$ cat src/rtl/wtr_pkg.sv
package wtr_pkg;

   localparam int WINDOW_DEPTH = 64;
   localparam int PTR_W        = $clog2(WINDOW_DEPTH);
   localparam int CNT_W        = $clog2(WINDOW_DEPTH + 1);
   localparam int SUM_W        = PTR_W + 1;

   localparam int TS_W     = 32;
   localparam int SCORE_W  = 16;
   localparam int TOTAL_W  = 32;
   localparam int FRAC_W   = 16;
   localparam int RATIO_W  = FRAC_W + 1;

   localparam int CSR_INDEX_W = 2;
   localparam int CSR_DATA_W  = 32;

   localparam logic [CSR_INDEX_W-1:0] CSR_WINDOW_LENGTH = CSR_INDEX_W'(0);
   localparam logic [CSR_INDEX_W-1:0] CSR_HIT_THRESHOLD = CSR_INDEX_W'(1);

   localparam logic [TS_W-1:0]    WINDOW_LENGTH_RESET = TS_W'(1000);
   localparam logic [SCORE_W-1:0] HIT_THRESHOLD_RESET = SCORE_W'(19660);
   localparam logic [TOTAL_W-1:0] TOTAL_MAX           = '1;

   localparam int QUEUE_DEPTH = 2;
   localparam int QPTR_W      = $clog2(QUEUE_DEPTH);
   localparam int QCNT_W      = $clog2(QUEUE_DEPTH + 1);

   localparam int DIV_STEPS = RATIO_W;
   localparam int DIV_CNT_W = $clog2(DIV_STEPS);

   typedef struct packed {
      logic [TS_W-1:0] timestamp;
      logic            hit;
   } sample_type;

   typedef struct packed {
      logic       valid;
      sample_type sample;
   } queue_out_type;

   typedef enum logic [2:0] {
      BACK_IDLE,
      BACK_FULL,
      BACK_SETTLE,
      BACK_PRUNE,
      BACK_WDIV,
      BACK_GDIV,
      BACK_EMIT
   } back_state_type;

endpackage

$ cat src/rtl/wtr_req_if.sv
interface wtr_req_if;
   logic                         valid;
   logic                         ready;
   logic [wtr_pkg::TS_W-1:0]     timestamp_ms;
   logic [wtr_pkg::SCORE_W-1:0]  score;

   modport source (output valid, output timestamp_ms, output score, input ready);
   modport sink   (input valid, input timestamp_ms, input score, output ready);
endinterface

$ cat src/rtl/wtr_rsp_if.sv
interface wtr_rsp_if;
   logic                         valid;
   logic                         ready;
   logic [wtr_pkg::RATIO_W-1:0]  window_ratio;
   logic [wtr_pkg::RATIO_W-1:0]  global_ratio;
   logic [wtr_pkg::CNT_W-1:0]    window_samples;
   logic [wtr_pkg::CNT_W-1:0]    window_hits;
   logic                         overflow;

   modport source (output valid, output window_ratio, output global_ratio,
                   output window_samples, output window_hits, output overflow,
                   input ready);
   modport sink   (input valid, input window_ratio, input global_ratio,
                   input window_samples, input window_hits, input overflow,
                   output ready);
endinterface

$ cat src/rtl/wtr_ram.sv
module wtr_ram #(
   parameter int WIDTH = 8,
   parameter int DEPTH = 16
) (
   input  logic                     clock,
   input  logic                     wr_en,
   input  logic [$clog2(DEPTH)-1:0] wr_addr,
   input  logic [WIDTH-1:0]         wr_data,
   input  logic [$clog2(DEPTH)-1:0] rd_addr,
   output logic [WIDTH-1:0]         rd_data
);

   logic [WIDTH-1:0] mem [DEPTH];
   logic [WIDTH-1:0] rd_data_ff;

   always_ff @(posedge clock) begin
      if (wr_en) begin
         mem[wr_addr] <= wr_data;
      end
      rd_data_ff <= mem[rd_addr];
   end

   assign rd_data = rd_data_ff;

endmodule

$ cat src/rtl/wtr_div.sv
module wtr_div (
   input  logic                          clock,
   input  logic                          reset,
   input  logic                          start,
   input  logic [wtr_pkg::TOTAL_W-1:0]   numer,
   input  logic [wtr_pkg::TOTAL_W-1:0]   denom,
   output logic                          done,
   output logic [wtr_pkg::RATIO_W-1:0]   quotient
);

   logic                            busy_ff, busy_in;
   logic                            done_ff, done_in;
   logic [wtr_pkg::DIV_CNT_W-1:0]   cnt_ff, cnt_in;
   logic [wtr_pkg::TOTAL_W-1:0]     rem_ff, rem_in;
   logic [wtr_pkg::TOTAL_W-1:0]     denom_ff, denom_in;
   logic [wtr_pkg::RATIO_W-1:0]     quot_ff, quot_in;
   logic [wtr_pkg::TOTAL_W:0]       trial;
   logic [wtr_pkg::TOTAL_W:0]       diff;
   logic                            ge;

   always_comb begin
      trial = (cnt_ff == '0) ? {1'b0, rem_ff} : {rem_ff, 1'b0};
      diff  = trial - {1'b0, denom_ff};
      ge    = trial >= {1'b0, denom_ff};
   end

   always_comb begin
      busy_in  = busy_ff;
      done_in  = 1'b0;
      cnt_in   = cnt_ff;
      rem_in   = rem_ff;
      denom_in = denom_ff;
      quot_in  = quot_ff;
      if (busy_ff) begin
         rem_in  = ge ? diff[wtr_pkg::TOTAL_W-1:0] : trial[wtr_pkg::TOTAL_W-1:0];
         quot_in = {quot_ff[wtr_pkg::RATIO_W-2:0], ge};
         cnt_in  = cnt_ff + 1'b1;
         if (cnt_ff == wtr_pkg::DIV_CNT_W'(wtr_pkg::DIV_STEPS - 1)) begin
            busy_in = 1'b0;
            done_in = 1'b1;
         end
      end else if (start) begin
         busy_in  = 1'b1;
         cnt_in   = '0;
         rem_in   = numer;
         denom_in = denom;
      end
   end

   always_ff @(posedge clock) begin
      if (reset) begin
         busy_ff <= 1'b0;
         done_ff <= 1'b0;
      end else begin
         busy_ff <= busy_in;
         done_ff <= done_in;
      end
      cnt_ff   <= cnt_in;
      rem_ff   <= rem_in;
      denom_ff <= denom_in;
      quot_ff  <= quot_in;
   end

   assign done     = done_ff;
   assign quotient = quot_ff;

`ifndef SYNTH
   a_start_idle: assert property (@(posedge clock) disable iff (reset)
      start |-> !busy_ff)
      else $error("divider started while busy");
`endif

endmodule

$ cat src/rtl/wtr_front.sv
module wtr_front (
   input  logic                          clock,
   input  logic                          reset,
   wtr_req_if.sink                       req_chan,
   input  logic [wtr_pkg::SCORE_W-1:0]   hit_threshold,
   input  logic                          pop,
   output wtr_pkg::queue_out_type        queue_out
);

   wtr_pkg::sample_type           slot_ff [wtr_pkg::QUEUE_DEPTH];
   logic [wtr_pkg::QPTR_W-1:0]    wr_ptr_ff, wr_ptr_in;
   logic [wtr_pkg::QPTR_W-1:0]    rd_ptr_ff, rd_ptr_in;
   logic [wtr_pkg::QCNT_W-1:0]    count_ff, count_in;
   wtr_pkg::sample_type           incoming;
   logic                          push;
   logic                          pop_ok;

   assign req_chan.ready = count_ff != wtr_pkg::QCNT_W'(wtr_pkg::QUEUE_DEPTH);
   assign push           = req_chan.valid && req_chan.ready;
   assign pop_ok         = pop && (count_ff != '0);

   always_comb begin
      incoming.timestamp = req_chan.timestamp_ms;
      incoming.hit       = req_chan.score > hit_threshold;
   end

   always_comb begin
      wr_ptr_in = wr_ptr_ff;
      rd_ptr_in = rd_ptr_ff;
      count_in  = count_ff;
      if (push) begin
         wr_ptr_in = (wr_ptr_ff == wtr_pkg::QPTR_W'(wtr_pkg::QUEUE_DEPTH - 1)) ?
                     '0 : wr_ptr_ff + 1'b1;
      end
      if (pop_ok) begin
         rd_ptr_in = (rd_ptr_ff == wtr_pkg::QPTR_W'(wtr_pkg::QUEUE_DEPTH - 1)) ?
                     '0 : rd_ptr_ff + 1'b1;
      end
      if (push && !pop_ok) begin
         count_in = count_ff + 1'b1;
      end else if (!push && pop_ok) begin
         count_in = count_ff - 1'b1;
      end
   end

   always_ff @(posedge clock) begin
      if (reset) begin
         wr_ptr_ff <= '0;
         rd_ptr_ff <= '0;
         count_ff  <= '0;
      end else begin
         wr_ptr_ff <= wr_ptr_in;
         rd_ptr_ff <= rd_ptr_in;
         count_ff  <= count_in;
      end
      if (push) begin
         slot_ff[wr_ptr_ff] <= incoming;
      end
   end

   always_comb begin
      queue_out.valid  = count_ff != '0;
      queue_out.sample = slot_ff[rd_ptr_ff];
   end

endmodule

$ cat src/rtl/wtr_back.sv
module wtr_back (
   input  logic                          clock,
   input  logic                          reset,
   input  wtr_pkg::queue_out_type        queue_out,
   output logic                          pop,
   input  logic [wtr_pkg::TS_W-1:0]      window_length,
   wtr_rsp_if.source                     rsp_chan
);

   wtr_pkg::back_state_type          state_ff, state_in;
   wtr_pkg::sample_type              cur_ff, cur_in;
   logic                             over_ff, over_in;
   logic [wtr_pkg::PTR_W-1:0]        head_ptr_ff, head_ptr_in;
   logic [wtr_pkg::CNT_W-1:0]        occ_ff, occ_in;
   logic [wtr_pkg::CNT_W-1:0]        hits_ff, hits_in;
   logic [wtr_pkg::TOTAL_W-1:0]      total_samples_ff, total_samples_in;
   logic [wtr_pkg::TOTAL_W-1:0]      total_hits_ff, total_hits_in;
   logic [wtr_pkg::RATIO_W-1:0]      window_ratio_ff, window_ratio_in;
   logic [wtr_pkg::RATIO_W-1:0]      global_ratio_ff, global_ratio_in;
   logic                             rsp_valid_ff, rsp_valid_in;
   logic [wtr_pkg::RATIO_W-1:0]      rsp_window_ratio_ff, rsp_window_ratio_in;
   logic [wtr_pkg::RATIO_W-1:0]      rsp_global_ratio_ff, rsp_global_ratio_in;
   logic [wtr_pkg::CNT_W-1:0]        rsp_samples_ff, rsp_samples_in;
   logic [wtr_pkg::CNT_W-1:0]        rsp_hits_ff, rsp_hits_in;
   logic                             rsp_overflow_ff, rsp_overflow_in;

   logic                             ram_wr_en;
   logic [$bits(wtr_pkg::sample_type)-1:0] ram_rd_data;
   wtr_pkg::sample_type              rd_sample;
   logic [wtr_pkg::SUM_W-1:0]        tail_sum;
   logic [wtr_pkg::PTR_W-1:0]        tail_ptr;
   logic [wtr_pkg::PTR_W-1:0]        head_next_ptr;
   logic [wtr_pkg::TS_W-1:0]         age;
   logic                             expired;
   logic                             full;
   logic                             drop_hit;
   logic                             rsp_free;

   logic                             div_start;
   logic                             div_done;
   logic [wtr_pkg::TOTAL_W-1:0]      div_numer;
   logic [wtr_pkg::TOTAL_W-1:0]      div_denom;
   logic [wtr_pkg::RATIO_W-1:0]      div_quotient;

   wtr_ram #(
      .WIDTH ($bits(wtr_pkg::sample_type)),
      .DEPTH (wtr_pkg::WINDOW_DEPTH)
   ) u_ram (
      .clock   (clock),
      .wr_en   (ram_wr_en),
      .wr_addr (tail_ptr),
      .wr_data (cur_ff),
      .rd_addr (head_ptr_ff),
      .rd_data (ram_rd_data)
   );

   wtr_div u_div (
      .clock    (clock),
      .reset    (reset),
      .start    (div_start),
      .numer    (div_numer),
      .denom    (div_denom),
      .done     (div_done),
      .quotient (div_quotient)
   );

   always_comb begin
      rd_sample     = wtr_pkg::sample_type'(ram_rd_data);
      tail_sum      = wtr_pkg::SUM_W'(head_ptr_ff) + wtr_pkg::SUM_W'(occ_ff);
      tail_ptr      = (tail_sum >= wtr_pkg::SUM_W'(wtr_pkg::WINDOW_DEPTH)) ?
                      wtr_pkg::PTR_W'(tail_sum - wtr_pkg::SUM_W'(wtr_pkg::WINDOW_DEPTH)) :
                      wtr_pkg::PTR_W'(tail_sum);
      head_next_ptr = (head_ptr_ff == wtr_pkg::PTR_W'(wtr_pkg::WINDOW_DEPTH - 1)) ?
                      '0 : head_ptr_ff + 1'b1;
      age           = cur_ff.timestamp - rd_sample.timestamp;
      expired       = (occ_ff != '0) && (age > window_length);
      full          = occ_ff == wtr_pkg::CNT_W'(wtr_pkg::WINDOW_DEPTH);
      drop_hit      = rd_sample.hit && (hits_ff != '0);
      rsp_free      = !rsp_valid_ff || rsp_chan.ready;
      div_numer     = (state_ff == wtr_pkg::BACK_PRUNE) ?
                      wtr_pkg::TOTAL_W'(hits_ff) : total_hits_ff;
      div_denom     = (state_ff == wtr_pkg::BACK_PRUNE) ?
                      wtr_pkg::TOTAL_W'(occ_ff) : total_samples_ff;
   end

   always_comb begin
      state_in = state_ff;
      unique case (state_ff)
         wtr_pkg::BACK_IDLE: begin
            if (queue_out.valid) begin
               state_in = wtr_pkg::BACK_FULL;
            end
         end
         wtr_pkg::BACK_FULL:   state_in = wtr_pkg::BACK_SETTLE;
         wtr_pkg::BACK_SETTLE: state_in = wtr_pkg::BACK_PRUNE;
         wtr_pkg::BACK_PRUNE: begin
            state_in = expired ? wtr_pkg::BACK_SETTLE : wtr_pkg::BACK_WDIV;
         end
         wtr_pkg::BACK_WDIV: begin
            if (div_done) begin
               state_in = wtr_pkg::BACK_GDIV;
            end
         end
         wtr_pkg::BACK_GDIV: begin
            if (div_done) begin
               state_in = wtr_pkg::BACK_EMIT;
            end
         end
         wtr_pkg::BACK_EMIT: begin
            if (rsp_free) begin
               state_in = wtr_pkg::BACK_IDLE;
            end
         end
         default: state_in = wtr_pkg::BACK_IDLE;
      endcase
   end

   always_comb begin
      pop                 = 1'b0;
      ram_wr_en           = 1'b0;
      div_start           = 1'b0;
      cur_in              = cur_ff;
      over_in             = over_ff;
      head_ptr_in         = head_ptr_ff;
      occ_in              = occ_ff;
      hits_in             = hits_ff;
      total_samples_in    = total_samples_ff;
      total_hits_in       = total_hits_ff;
      window_ratio_in     = window_ratio_ff;
      global_ratio_in     = global_ratio_ff;
      rsp_valid_in        = rsp_valid_ff && !rsp_chan.ready;
      rsp_window_ratio_in = rsp_window_ratio_ff;
      rsp_global_ratio_in = rsp_global_ratio_ff;
      rsp_samples_in      = rsp_samples_ff;
      rsp_hits_in         = rsp_hits_ff;
      rsp_overflow_in     = rsp_overflow_ff;
      unique case (state_ff)
         wtr_pkg::BACK_IDLE: begin
            pop    = queue_out.valid;
            cur_in = queue_out.sample;
         end
         wtr_pkg::BACK_FULL: begin
            ram_wr_en = 1'b1;
            over_in   = full;
            if (full) begin
               head_ptr_in = head_next_ptr;
            end else begin
               occ_in = occ_ff + 1'b1;
            end
            hits_in = hits_ff - wtr_pkg::CNT_W'(full && drop_hit)
                      + wtr_pkg::CNT_W'(cur_ff.hit);
            if (total_samples_ff != wtr_pkg::TOTAL_MAX) begin
               total_samples_in = total_samples_ff + 1'b1;
            end
            if (cur_ff.hit && (total_hits_ff != wtr_pkg::TOTAL_MAX)) begin
               total_hits_in = total_hits_ff + 1'b1;
            end
         end
         wtr_pkg::BACK_SETTLE: begin
         end
         wtr_pkg::BACK_PRUNE: begin
            if (expired) begin
               head_ptr_in = head_next_ptr;
               occ_in      = occ_ff - 1'b1;
               hits_in     = hits_ff - wtr_pkg::CNT_W'(drop_hit);
            end else begin
               div_start = 1'b1;
            end
         end
         wtr_pkg::BACK_WDIV: begin
            if (div_done) begin
               window_ratio_in = div_quotient;
               div_start       = 1'b1;
            end
         end
         wtr_pkg::BACK_GDIV: begin
            if (div_done) begin
               global_ratio_in = div_quotient;
            end
         end
         wtr_pkg::BACK_EMIT: begin
            if (rsp_free) begin
               rsp_valid_in        = 1'b1;
               rsp_window_ratio_in = window_ratio_ff;
               rsp_global_ratio_in = global_ratio_ff;
               rsp_samples_in      = occ_ff;
               rsp_hits_in         = hits_ff;
               rsp_overflow_in     = over_ff;
            end
         end
         default: begin
         end
      endcase
   end

   always_ff @(posedge clock) begin
      if (reset) begin
         state_ff         <= wtr_pkg::BACK_IDLE;
         head_ptr_ff      <= '0;
         occ_ff           <= '0;
         hits_ff          <= '0;
         total_samples_ff <= '0;
         total_hits_ff    <= '0;
         rsp_valid_ff     <= 1'b0;
      end else begin
         state_ff         <= state_in;
         head_ptr_ff      <= head_ptr_in;
         occ_ff           <= occ_in;
         hits_ff          <= hits_in;
         total_samples_ff <= total_samples_in;
         total_hits_ff    <= total_hits_in;
         rsp_valid_ff     <= rsp_valid_in;
      end
      cur_ff              <= cur_in;
      over_ff             <= over_in;
      window_ratio_ff     <= window_ratio_in;
      global_ratio_ff     <= global_ratio_in;
      rsp_window_ratio_ff <= rsp_window_ratio_in;
      rsp_global_ratio_ff <= rsp_global_ratio_in;
      rsp_samples_ff      <= rsp_samples_in;
      rsp_hits_ff         <= rsp_hits_in;
      rsp_overflow_ff     <= rsp_overflow_in;
   end

   assign rsp_chan.valid          = rsp_valid_ff;
   assign rsp_chan.window_ratio   = rsp_window_ratio_ff;
   assign rsp_chan.global_ratio   = rsp_global_ratio_ff;
   assign rsp_chan.window_samples = rsp_samples_ff;
   assign rsp_chan.window_hits    = rsp_hits_ff;
   assign rsp_chan.overflow       = rsp_overflow_ff;

`ifndef SYNTH
   a_hits_le_occ: assert property (@(posedge clock) disable iff (reset)
      hits_ff <= occ_ff)
      else $error("window hit count above occupancy");

   a_occ_bound: assert property (@(posedge clock) disable iff (reset)
      occ_ff <= wtr_pkg::CNT_W'(wtr_pkg::WINDOW_DEPTH))
      else $error("window occupancy above depth");

   a_newest_kept: assert property (@(posedge clock) disable iff (reset)
      (state_ff == wtr_pkg::BACK_PRUNE) |-> (occ_ff != '0))
      else $error("pruning emptied the window");
`endif

endmodule

$ cat src/rtl/windowed_threshold_ratio_unit.sv
// Sliding time-window hit ratio.
// req_chan carries one request per sample: timestamp_ms (nondecreasing, wraps)
// and score (unsigned Q0.16). A score above hit_threshold marks the sample a hit.
// rsp_chan returns exactly one result per request, in order: window and
// lifetime hit ratios (Q1.16, 65536 means all), window occupancy, window hits
// and an overflow flag set when the 64-entry window dropped its oldest sample.
// csr_write_enable/csr_index/csr_write_data write window_length_ms (index 0)
// and hit_threshold (index 1); write only while no request is in flight.
// A two-entry queue takes requests while the back end works; the back end
// handles one request at a time and prunes expired samples one by one. Two
// 17-step serial divisions follow, for the window and the lifetime ratios.
// A stalled receiver holds the result register; the back end completes the
// next request and waits, then the queue fills and req ready drops.
// Reset (synchronous, active high) empties the window and queue, clears the
// lifetime totals and restores window_length_ms = 1000, hit_threshold = 19660.
module windowed_threshold_ratio_unit (
   input  logic                              clock,
   input  logic                              reset,
   wtr_req_if.sink                           req_chan,
   wtr_rsp_if.source                         rsp_chan,
   input  logic                              csr_write_enable,
   input  logic [wtr_pkg::CSR_INDEX_W-1:0]   csr_index,
   input  logic [wtr_pkg::CSR_DATA_W-1:0]    csr_write_data
);

   logic [wtr_pkg::TS_W-1:0]      window_length_ff, window_length_in;
   logic [wtr_pkg::SCORE_W-1:0]   hit_threshold_ff, hit_threshold_in;
   wtr_pkg::queue_out_type        queue_out;
   logic                          pop;

   always_comb begin
      window_length_in = window_length_ff;
      hit_threshold_in = hit_threshold_ff;
      if (csr_write_enable) begin
         unique case (csr_index)
            wtr_pkg::CSR_WINDOW_LENGTH:
               window_length_in = csr_write_data[wtr_pkg::TS_W-1:0];
            wtr_pkg::CSR_HIT_THRESHOLD:
               hit_threshold_in = csr_write_data[wtr_pkg::SCORE_W-1:0];
            default: begin
            end
         endcase
      end
   end

   always_ff @(posedge clock) begin
      if (reset) begin
         window_length_ff <= wtr_pkg::WINDOW_LENGTH_RESET;
         hit_threshold_ff <= wtr_pkg::HIT_THRESHOLD_RESET;
      end else begin
         window_length_ff <= window_length_in;
         hit_threshold_ff <= hit_threshold_in;
      end
   end

   wtr_front u_front (
      .clock         (clock),
      .reset         (reset),
      .req_chan      (req_chan),
      .hit_threshold (hit_threshold_ff),
      .pop           (pop),
      .queue_out     (queue_out)
   );

   wtr_back u_back (
      .clock         (clock),
      .reset         (reset),
      .queue_out     (queue_out),
      .pop           (pop),
      .window_length (window_length_ff),
      .rsp_chan      (rsp_chan)
   );

endmodule
$ cat src/flat_wrapper.sv
// flat-port wrapper written by rule: the top's interface ports become plain ports
module windowed_threshold_ratio_unit_flat 
  (clock, reset, csr_write_enable, csr_index, csr_write_data, req_chan_valid, req_chan_timestamp_ms, req_chan_score, req_chan_ready, rsp_chan_valid, rsp_chan_window_ratio, rsp_chan_global_ratio, rsp_chan_window_samples, rsp_chan_window_hits, rsp_chan_overflow, rsp_chan_ready);
  wtr_req_if req_chan_i ();
  wtr_rsp_if rsp_chan_i ();
  input  logic clock;
  input  logic reset;
  input  logic csr_write_enable;
  input  logic [wtr_pkg::CSR_INDEX_W-1:0] csr_index;
  input  logic [wtr_pkg::CSR_DATA_W-1:0] csr_write_data;
  input wire logic [$bits(req_chan_i.valid)-1:0] req_chan_valid;
  input wire logic [$bits(req_chan_i.timestamp_ms)-1:0] req_chan_timestamp_ms;
  input wire logic [$bits(req_chan_i.score)-1:0] req_chan_score;
  output wire logic [$bits(req_chan_i.ready)-1:0] req_chan_ready;
  output wire logic [$bits(rsp_chan_i.valid)-1:0] rsp_chan_valid;
  output wire logic [$bits(rsp_chan_i.window_ratio)-1:0] rsp_chan_window_ratio;
  output wire logic [$bits(rsp_chan_i.global_ratio)-1:0] rsp_chan_global_ratio;
  output wire logic [$bits(rsp_chan_i.window_samples)-1:0] rsp_chan_window_samples;
  output wire logic [$bits(rsp_chan_i.window_hits)-1:0] rsp_chan_window_hits;
  output wire logic [$bits(rsp_chan_i.overflow)-1:0] rsp_chan_overflow;
  input wire logic [$bits(rsp_chan_i.ready)-1:0] rsp_chan_ready;
  assign req_chan_i.valid = req_chan_valid;
  assign req_chan_i.timestamp_ms = req_chan_timestamp_ms;
  assign req_chan_i.score = req_chan_score;
  assign req_chan_ready = req_chan_i.ready;
  assign rsp_chan_valid = rsp_chan_i.valid;
  assign rsp_chan_window_ratio = rsp_chan_i.window_ratio;
  assign rsp_chan_global_ratio = rsp_chan_i.global_ratio;
  assign rsp_chan_window_samples = rsp_chan_i.window_samples;
  assign rsp_chan_window_hits = rsp_chan_i.window_hits;
  assign rsp_chan_overflow = rsp_chan_i.overflow;
  assign rsp_chan_i.ready = rsp_chan_ready;
  windowed_threshold_ratio_unit u_core (.clock(clock), .reset(reset), .req_chan(req_chan_i), .rsp_chan(rsp_chan_i), .csr_write_enable(csr_write_enable), .csr_index(csr_index), .csr_write_data(csr_write_data));
endmodule
$ cat config.mk
export PLATFORM = sky130hd
export DESIGN_NAME = windowed_threshold_ratio_unit_flat
export DESIGN_NICKNAME = d
export VERILOG_FILES = /design/src/rtl/wtr_pkg.sv /design/src/rtl/wtr_req_if.sv /design/src/rtl/wtr_rsp_if.sv /design/src/rtl/wtr_ram.sv /design/src/rtl/wtr_div.sv /design/src/rtl/wtr_front.sv /design/src/rtl/wtr_back.sv /design/src/rtl/windowed_threshold_ratio_unit.sv /design/src/flat_wrapper.sv
export SDC_FILE = /design/constraint.sdc
export NUM_CORES = 2
export LEC_CHECK = 0
export ABC_AREA = 1
export CAP_MARGIN = 20
export CORE_MARGIN = 3
export CORE_UTILIZATION = 25
export CTS_CLUSTER_SIZE = 24
export DETAILED_ROUTE_END_ITERATION = 16
export DONT_BUFFER_PORTS = 1
export PLACE_DENSITY = 0.43
export SLEW_MARGIN = 20
export SYNTH_ARGS = -nofsm -noshare
export SYNTH_HDL_FRONTEND = slang
export SYNTH_SLANG_ARGS = --single-unit
$ cat constraint.sdc
create_clock -name clock -period 9.1 [get_ports clock]
set_input_delay 1.365 -clock clock [delete_from_list [all_inputs] [get_ports clock]]
set_output_delay 1.365 -clock clock [all_outputs]
set_load 0.1 [all_outputs]
### Word level (Yosys, flattened, before mapping)

Memories as Yosys holds them, arrays and structs flattened. A register that Yosys moved wholly into a read port is not among the register bits.
Index checks and enable logic that the tools add are counted.

* register bits: 312
* RAM bits: 2178
* input bits: 87
* output and inout port bits: 51
* memories kept: 2

Memories
* u_core.u_back.u_ram.mem: depth 64, width 33, rd ports 1, clocked after Yosys merged registers in 1, write ports 1, line wtr_ram.sv:13 `logic [WIDTH-1:0] mem [DEPTH];`
* u_core.u_front.slot_ff: depth 2, width 33, rd ports 1, clocked after Yosys merged registers in 1, write ports 1, line wtr_front.sv:10 `wtr_pkg::sample_type slot_ff [wtr_pkg::QUEUE_DEPTH];`

* $add $sub $neg: 17
* $lt $le $gt $ge: 4
* eq/ne operators: 20
* mux-type cells: 43
* bitwise gates (word level): 1
* reductions and logical operators: 36

Operators by type and width (count)
* 32-bit 2-to-1 mux: 4
* 32-bit by 1-bit adder with 32-bit output, second input constant: 2
* 32-bit inequality test, second input constant: 2
* 32-bit subtractor: 2
* 33-bit by 32-bit greater-or-equal comparator with 1-bit output: 1
* 33-bit 2-to-1 mux: 1
* 32-bit > comparator: 1
* 7-bit 2-to-1 mux: 4
* 7-bit one-hot mux with 2 select lines: 2
* 6-bit 2-to-1 mux: 4
* 3-bit one-hot mux with 7 select lines: 1
* 2-bit AND reduction: 9
* 16-bit > comparator: 1
* 1-bit 2-to-1 mux: 16
* 3-bit 2-to-1 mux: 5
* 7-bit nonzero test: 2
* 7-bit by 1-bit subtractor with 7-bit output: 2
* 2-bit inequality test, second input constant: 6
* 6-bit one-hot mux with 2 select lines: 1
* 5-bit 2-to-1 mux: 2
* 3-bit equality test, second input constant: 3
* 1-bit logical AND: 9
* 2-bit nonzero test: 4
* 6-bit by 7-bit adder with 7-bit output: 1
* other kinds (28): 36

### Longest topological paths before layout

* depth in word-level cells: 7
* gate-level depth with buffers: 28

### Hierarchy

A second synthesis with hierarchy kept.

* cell total of the unflattened synthesis: 9988
* area, all modules: 110158.2 um2

Modules (own cells, without submodules)
* wtr_ram: times used 1, cells each 6980, area each 85714.7 um2, sequential area each 64081.5 um2
* wtr_back: times used 1, cells each 1565, area each 12475.7 um2, sequential area each 5275.1 um2
* wtr_div: times used 1, cells each 952, area each 6737.7 um2, sequential area each 2622.5 um2
* wtr_front: times used 1, cells each 203, area each 3168.0 um2, sequential area each 2082.0 um2
* windowed_threshold_ratio_unit: times used 1, cells each 288, area each 2062.0 um2, sequential area each 960.9 um2

### Least setup slack after synthesis

OpenSTA, ideal clock, no wires.

* path kind: reg-to-reg
* start point: register, netlist name u_core.u_back.cur_ff[3]
* end point: register u_core.u_back.u_div.denom_ff[0] (netlist name), enable pin
* setup time: 0.421 ns
* arrival time: 4.919 ns
* data required time: 8.679 ns
* path slack: 3.760 ns
* stages on the path, launching flop included: 20
* cells stage by stage: edfxtp_1 ha_1 a21oi_1 nand2_1 a21oi_1 o21bai_1 nand2_1 nand2_1 nand3_1 nand2_1 xor2_1 ha_1 nand2_1 nor3_1 nand3_1 nor2_1 nor2_1 nand2_1 a21oi_1 nor2_1

* cells in the longest elaborated chain, start to end: 6

Ends and longest elaborated chain
* 32-bit subtractor: line wtr_back.sv:75 `age = cur_ff.timestamp - rd_sample.timestamp;`
* 32-bit > comparator: line wtr_back.sv:76 `expired = (occ_ff != '0) && (age > window_length);`
* 1-bit logical AND: line wtr_back.sv:76
* 1-bit 2-to-1 mux: line wtr_back.sv:162 `if (expired) begin`
* 1-bit one-hot mux with 2 select lines: line wtr_back.sv:137 `unique case (state_ff)`
* 2-bit AND reduction (no line)
* to (signal assigned): line wtr_div.sv:60 `denom_ff <= denom_in;`
* to (decl): line wtr_div.sv:15 `logic [wtr_pkg::TOTAL_W-1:0] denom_ff, denom_in;`

Every way passes these cells.
A chain may end at the register's enable or synchronous reset.

### Worst setup path after layout

* start point: register, netlist name u_core.u_back.cur_ff[1]
* end point: register u_core.u_back.u_div.rem_ff[12] (netlist name), enable pin

* cells in the longest elaborated chain, start to end: 6

Ends and longest elaborated chain
* 32-bit subtractor: line wtr_back.sv:75
* 32-bit > comparator: line wtr_back.sv:76
* 1-bit logical AND: line wtr_back.sv:76
* 1-bit 2-to-1 mux: line wtr_back.sv:162
* 1-bit one-hot mux with 2 select lines: line wtr_back.sv:137
* 2-bit nonzero test (no line)
* to (signal assigned): line wtr_div.sv:59 `rem_ff <= rem_in;`
* to (decl): line wtr_div.sv:14 `logic [wtr_pkg::TOTAL_W-1:0] rem_ff, rem_in;`

Every way passes these cells.

==> results_dict.tcl <==
set metrics [dict create \
    cts_tree "yes" \
    synth_top_family_by_area "compound AO/OA/AOI/OAI gates" \
    post-route-min-period_ns 5.52 \
    cts_setup_buffers 0 \
    final_nets 8953 \
    rsz0062_at_grt "no" \
    cts_resized 0 \
    synthAdderAreaFrac 0.0175 \
    regArea_sq_um 75000 \
    cts_hold_buf 0 \
    die_w_um 656 \
    antenna_found_initial 17 \
    pre_cts_slack_ns 3.65 \
    cp.required_ns 9.59 \
    p_comb_frac 0.217 \
    syn_area_sq_um 106000 \
    skew_ns 0.0830 \
    cp_data_arrival_time_ns 6.01 \
    dr.pass1.iters 7 \
    ios 138 \
    reg2reg_to "u_core.u_back.u_div.rem_ff[12]$_DFFE_PP_" \
    reg2regPathDepth 24 \
    sequentialPowerShare 0.449 \
    async_reset_ff_frac 0 \
    r2r-start "u_core.u_back.cur_ff[1]$_DFFE_PP_" \
    grt_max_degree 253 \
    hold_path_class "reg2reg" \
    synth_seq_cells 2556 \
    drive_gt1_frac 0.0759 \
    min_path_cells 0 \
    yosysWarnings 0 \
    final_hold_viol_count 0 \
    synth.area.top_cells "edfxtp_1, o21ai_0, nor2_1" \
    wl_per_cell_um 25.3 \
    drt_iter0_drc 7591 \
    synth_flop_cell "edfxtp_1" \
    postSynthCellCount 8770 \
    clock_power_share 0.334 \
    yosys.area.top_type "edfxtp_1" \
    synth-compound-area-share 0.116 \
    synth-seq-area-share 0.710 \
    end_kind "flop" \
    io_buffer_count 0 \
    layout_common_cells "edfxtp_1, nor2_1, o21ai_0" \
    drc_errors 0 \
    avgSynthCellArea_sq_um 12.0 \
    synth.distinct_cells 46 \
    switchingPower_mw 10.8 \
    synth.area.mux_share 0.0000947 \
    maxSlewHeadroom 0.214 \
    cp-start-kind "flop" \
    htreeDepth 5 \
    die_area_sq_um 430000 \
    grt_pass1_vias 68295 \
    finalCritPeriodShare 0.606 \
    num_rows 238 \
    p_leak_nw 40.0 \
    finalWorstSetupSlack_ns 3.58 \
    via_per_inst 4.89 \
    max_freq_mhz 181 \
    ir_drop_mv 0.208 \
    layout_commonest_cell "edfxtp_1" \
    reg2reg_slack_ns 3.58 \
    status "finished, final reports clean" \
    slew_viol_final 0 \
    worst-path-max-fanout 65 \
    crit_type "reg2reg" \
    grt_usage 0.164 \
    fp.dieH_um 656 \
    core_area_sq_um 420000 \
    power.share.switching 0.316 \
    multiInputGateArea_sq_um 27300 \
    grt_overflow 0 \
    cell_internal_pwr_mw 23.2 \
    gp_congestion 0.863 \
    setup-tns-final_ns 0 \
    power_mw 34.0 \
    cts-buffers-inserted 285 \
    clk_latency_ns 0.92 \
    synth_top_area_frac 0.677 \
    whs_endpoint "u_core.u_back.rsp_chan.global_ratio[3]$_DFFE_PP_" \
    synth_edf_count 2381 \
    n_fill_cell 42883 \
    vias 71298 \
    maxCapViolCount 0 \
    tightest_slew_ns 1.18 \
    routed_wl_um 369000 \
    clk_pin_slew_ns 0.06 \
    start_util 0.251 \
    ant_nets 0 \
    dp_hpwl_um 201000 \
    root_buffer "clkbuf_16" \
    yosys.area_share.simple 0.111 \
    syn2layout_area_growth_pct 15.0 \
    p_per_area_nw_per_um2 280 \
    cts_buffer_depth 4 \
    synth-xor-area-share 0.00854 \
    grt_pass1_wl_um 516000 \
    syn-num-nets 9002 \
    cts_sinks 2556 \
    hp-start "u_core.u_back.global_ratio_ff[3]$_DFFE_PP_" \
    finalSetupViolations 0 \
]
==> sequential cells by signal, summed over array words and instances (netlist names), 3 cells and up <==
signal and cells:
u_core.u_back.cur_ff 33, u_core.u_back.u_div.quotient 17, u_core.u_back.u_ram.mem 2112, u_core.u_back.u_ram.rd_data 33
u_core.u_back.rsp_chan.global_ratio 17, u_core.u_back.occ_ff 7, u_core.u_back.u_div.cnt_ff 5, u_core.u_back.global_ratio_ff 17
u_core.u_back.rsp_chan.window_ratio 17, u_core.u_back.u_div.rem_ff 32, u_core.hit_threshold_ff 16, u_core.u_back.u_div.denom_ff 32
u_core.u_back.head_ptr_ff 6, u_core.window_length_ff 32, u_core.u_back.rsp_chan.window_hits 7, u_core.u_back.hits_ff 7
u_core.u_back.state_ff 3, u_core.u_back.rsp_chan.window_samples 7, u_core.u_back.total_hits_ff 32, u_core.u_back.window_ratio_ff 17
u_core.u_front.slot_ff 66, u_core.u_back.total_samples_ff 32
==> through the flow <==
| step | util | cell area (sq um) | instances | hold WS (ns) |
|---|---|---|---|---|
| floorplan | - | 106000 | 8770 | 0.400 |
| detailed placement | 0.267 | 112000 | 14073 | 0.405 |
| global placement | 0.267 | 112000 | 14071 | 0.404 |
| CTS | 0.289 | 121000 | 14582 | 0.418 |
| global route | 0.289 | 122000 | 14590 | 0.424 |
| finish | 0.289 | 122000 | 14591 | 0.415 |
==> cells by family after synthesis <==
kind of cell | count (synthesis)
muxes | 1
DFF | 2556
AOI/OAI and AO/OA | 2155
xor gates and xnor gates | 103
adders and majority gates | 145
buffers and inverters | 917
and+or+nand+nor | 2893
==> synth_stat cells, types with 2 or more instances <==
library cell  count
o21ai_0        1159
a21boi_0          3
nor2_2            2
buf_4            33
a21o_1           11
nand3b_1         10
nand2_1         955
o21bai_1         11
fa_1              5
nor3_1           65
buf_6            24
o221a_2           2
nand2_2           3
nor4_1           16
a21oi_1         289
buf_1            12
clkinv_1          4
nand4_1          59
buf_2           127
a31oi_1           4
clkbuf_1        319
ha_1            140
o22ai_1         315
o31ai_1           3
nor3b_1           6
and3_1            5
dfxtp_1         175
o211ai_1         69
xor2_1           74
o21a_1            7
inv_1           391
o21ai_1          69
nand3_1         401
inv_2             5
edfxtp_1       2381
o221ai_1        211
nor2_1         1368
xnor2_1          29
==> routing by layer <==
metal	vias up	wire, um	GRT usage
met3	496	22200	0.0246
met4	2	12000	0.0493
met1	36551	165000	0.228
met2	2373	169000	0.264
met5	-	10	0
li1	31876	-	-
==> power groups by stage <==
| stage | Clock, mW | Sequential, mW | Combinational [mW] |
|---|---|---|---|
| 3_5_place_dp | 0 | 15.5 | 7.41 |
| 4_1_cts | 11.6 | 15.3 | 7.44 |
| 3_3_place_gp | 0 | 15.5 | 7.34 |
| 6_report | 11.3 | 15.3 | 7.36 |
| 5_1_grt | 12.1 | 15.3 | 8.14 |
| 2_1_floorplan | 0 | 16.1 | 3.74 |
==> critical path, cell delays in order (launching register included) <==
cell and delay, ns:
edfxtp_1 0.36, buf_4 0.34, inv_1 0.13, ha_1 0.15
inv_1 0.09, fa_1 0.41, nand3_1 0.10, nand2_1 0.11
a21oi_1 0.34, inv_1 0.11, a21oi_1 0.33, nand3b_1 0.19
nand2_1 0.07, nand2_1 0.05, nand2_1 0.09, ha_1 0.29
nand2_1 0.08, nor3_1 0.30, nand3_1 0.15, nor2_1 0.33
nor2_1 0.10, nand2_1 0.21, a21oi_1 0.17, nand2_1 0.10
buf_4 0.47
==> worst max path at each step <==
stage | start | endpoint | slack (ns) | depth (start not counted)
after detailed placement | u_core.u_back.cur_ff[1]$_DFFE_PP_ | u_core.u_back.u_div.rem_ff[13]$_DFFE_PP_ | 3.65 | 24
final | u_core.u_back.cur_ff[1]$_DFFE_PP_ | u_core.u_back.u_div.rem_ff[12]$_DFFE_PP_ | 3.58 | 24
after floorplan | u_core.u_back.cur_ff[3]$_DFFE_PP_ | u_core.u_back.u_div.denom_ff[0]$_DFFE_PP_ | 3.76 | 19
after global routing | u_core.u_back.cur_ff[1]$_DFFE_PP_ | u_core.u_back.occ_ff[4]$_SDFFE_PP0P_ | 3.16 | 26
after global placement | u_core.u_back.cur_ff[1]$_DFFE_PP_ | u_core.u_back.u_div.rem_ff[10]$_DFFE_PP_ | 3.64 | 24
after CTS | u_core.u_back.cur_ff[1]$_DFFE_PP_ | u_core.u_back.u_div.rem_ff[8]$_DFFE_PP_ | 3.62 | 24
==> final cells by class <==
class,instances,share of cell area
clock inverters,149,0.0121
inverters,401,0.0127
clock buffers,360,0.0624
well taps,5640,0.0581
diodes,8,0.000165
multi-input cells,5297,0.225
flip-flops and latches,2556,0.617
repair buffers,180,0.0128
(Power assumes the default switching activity.)
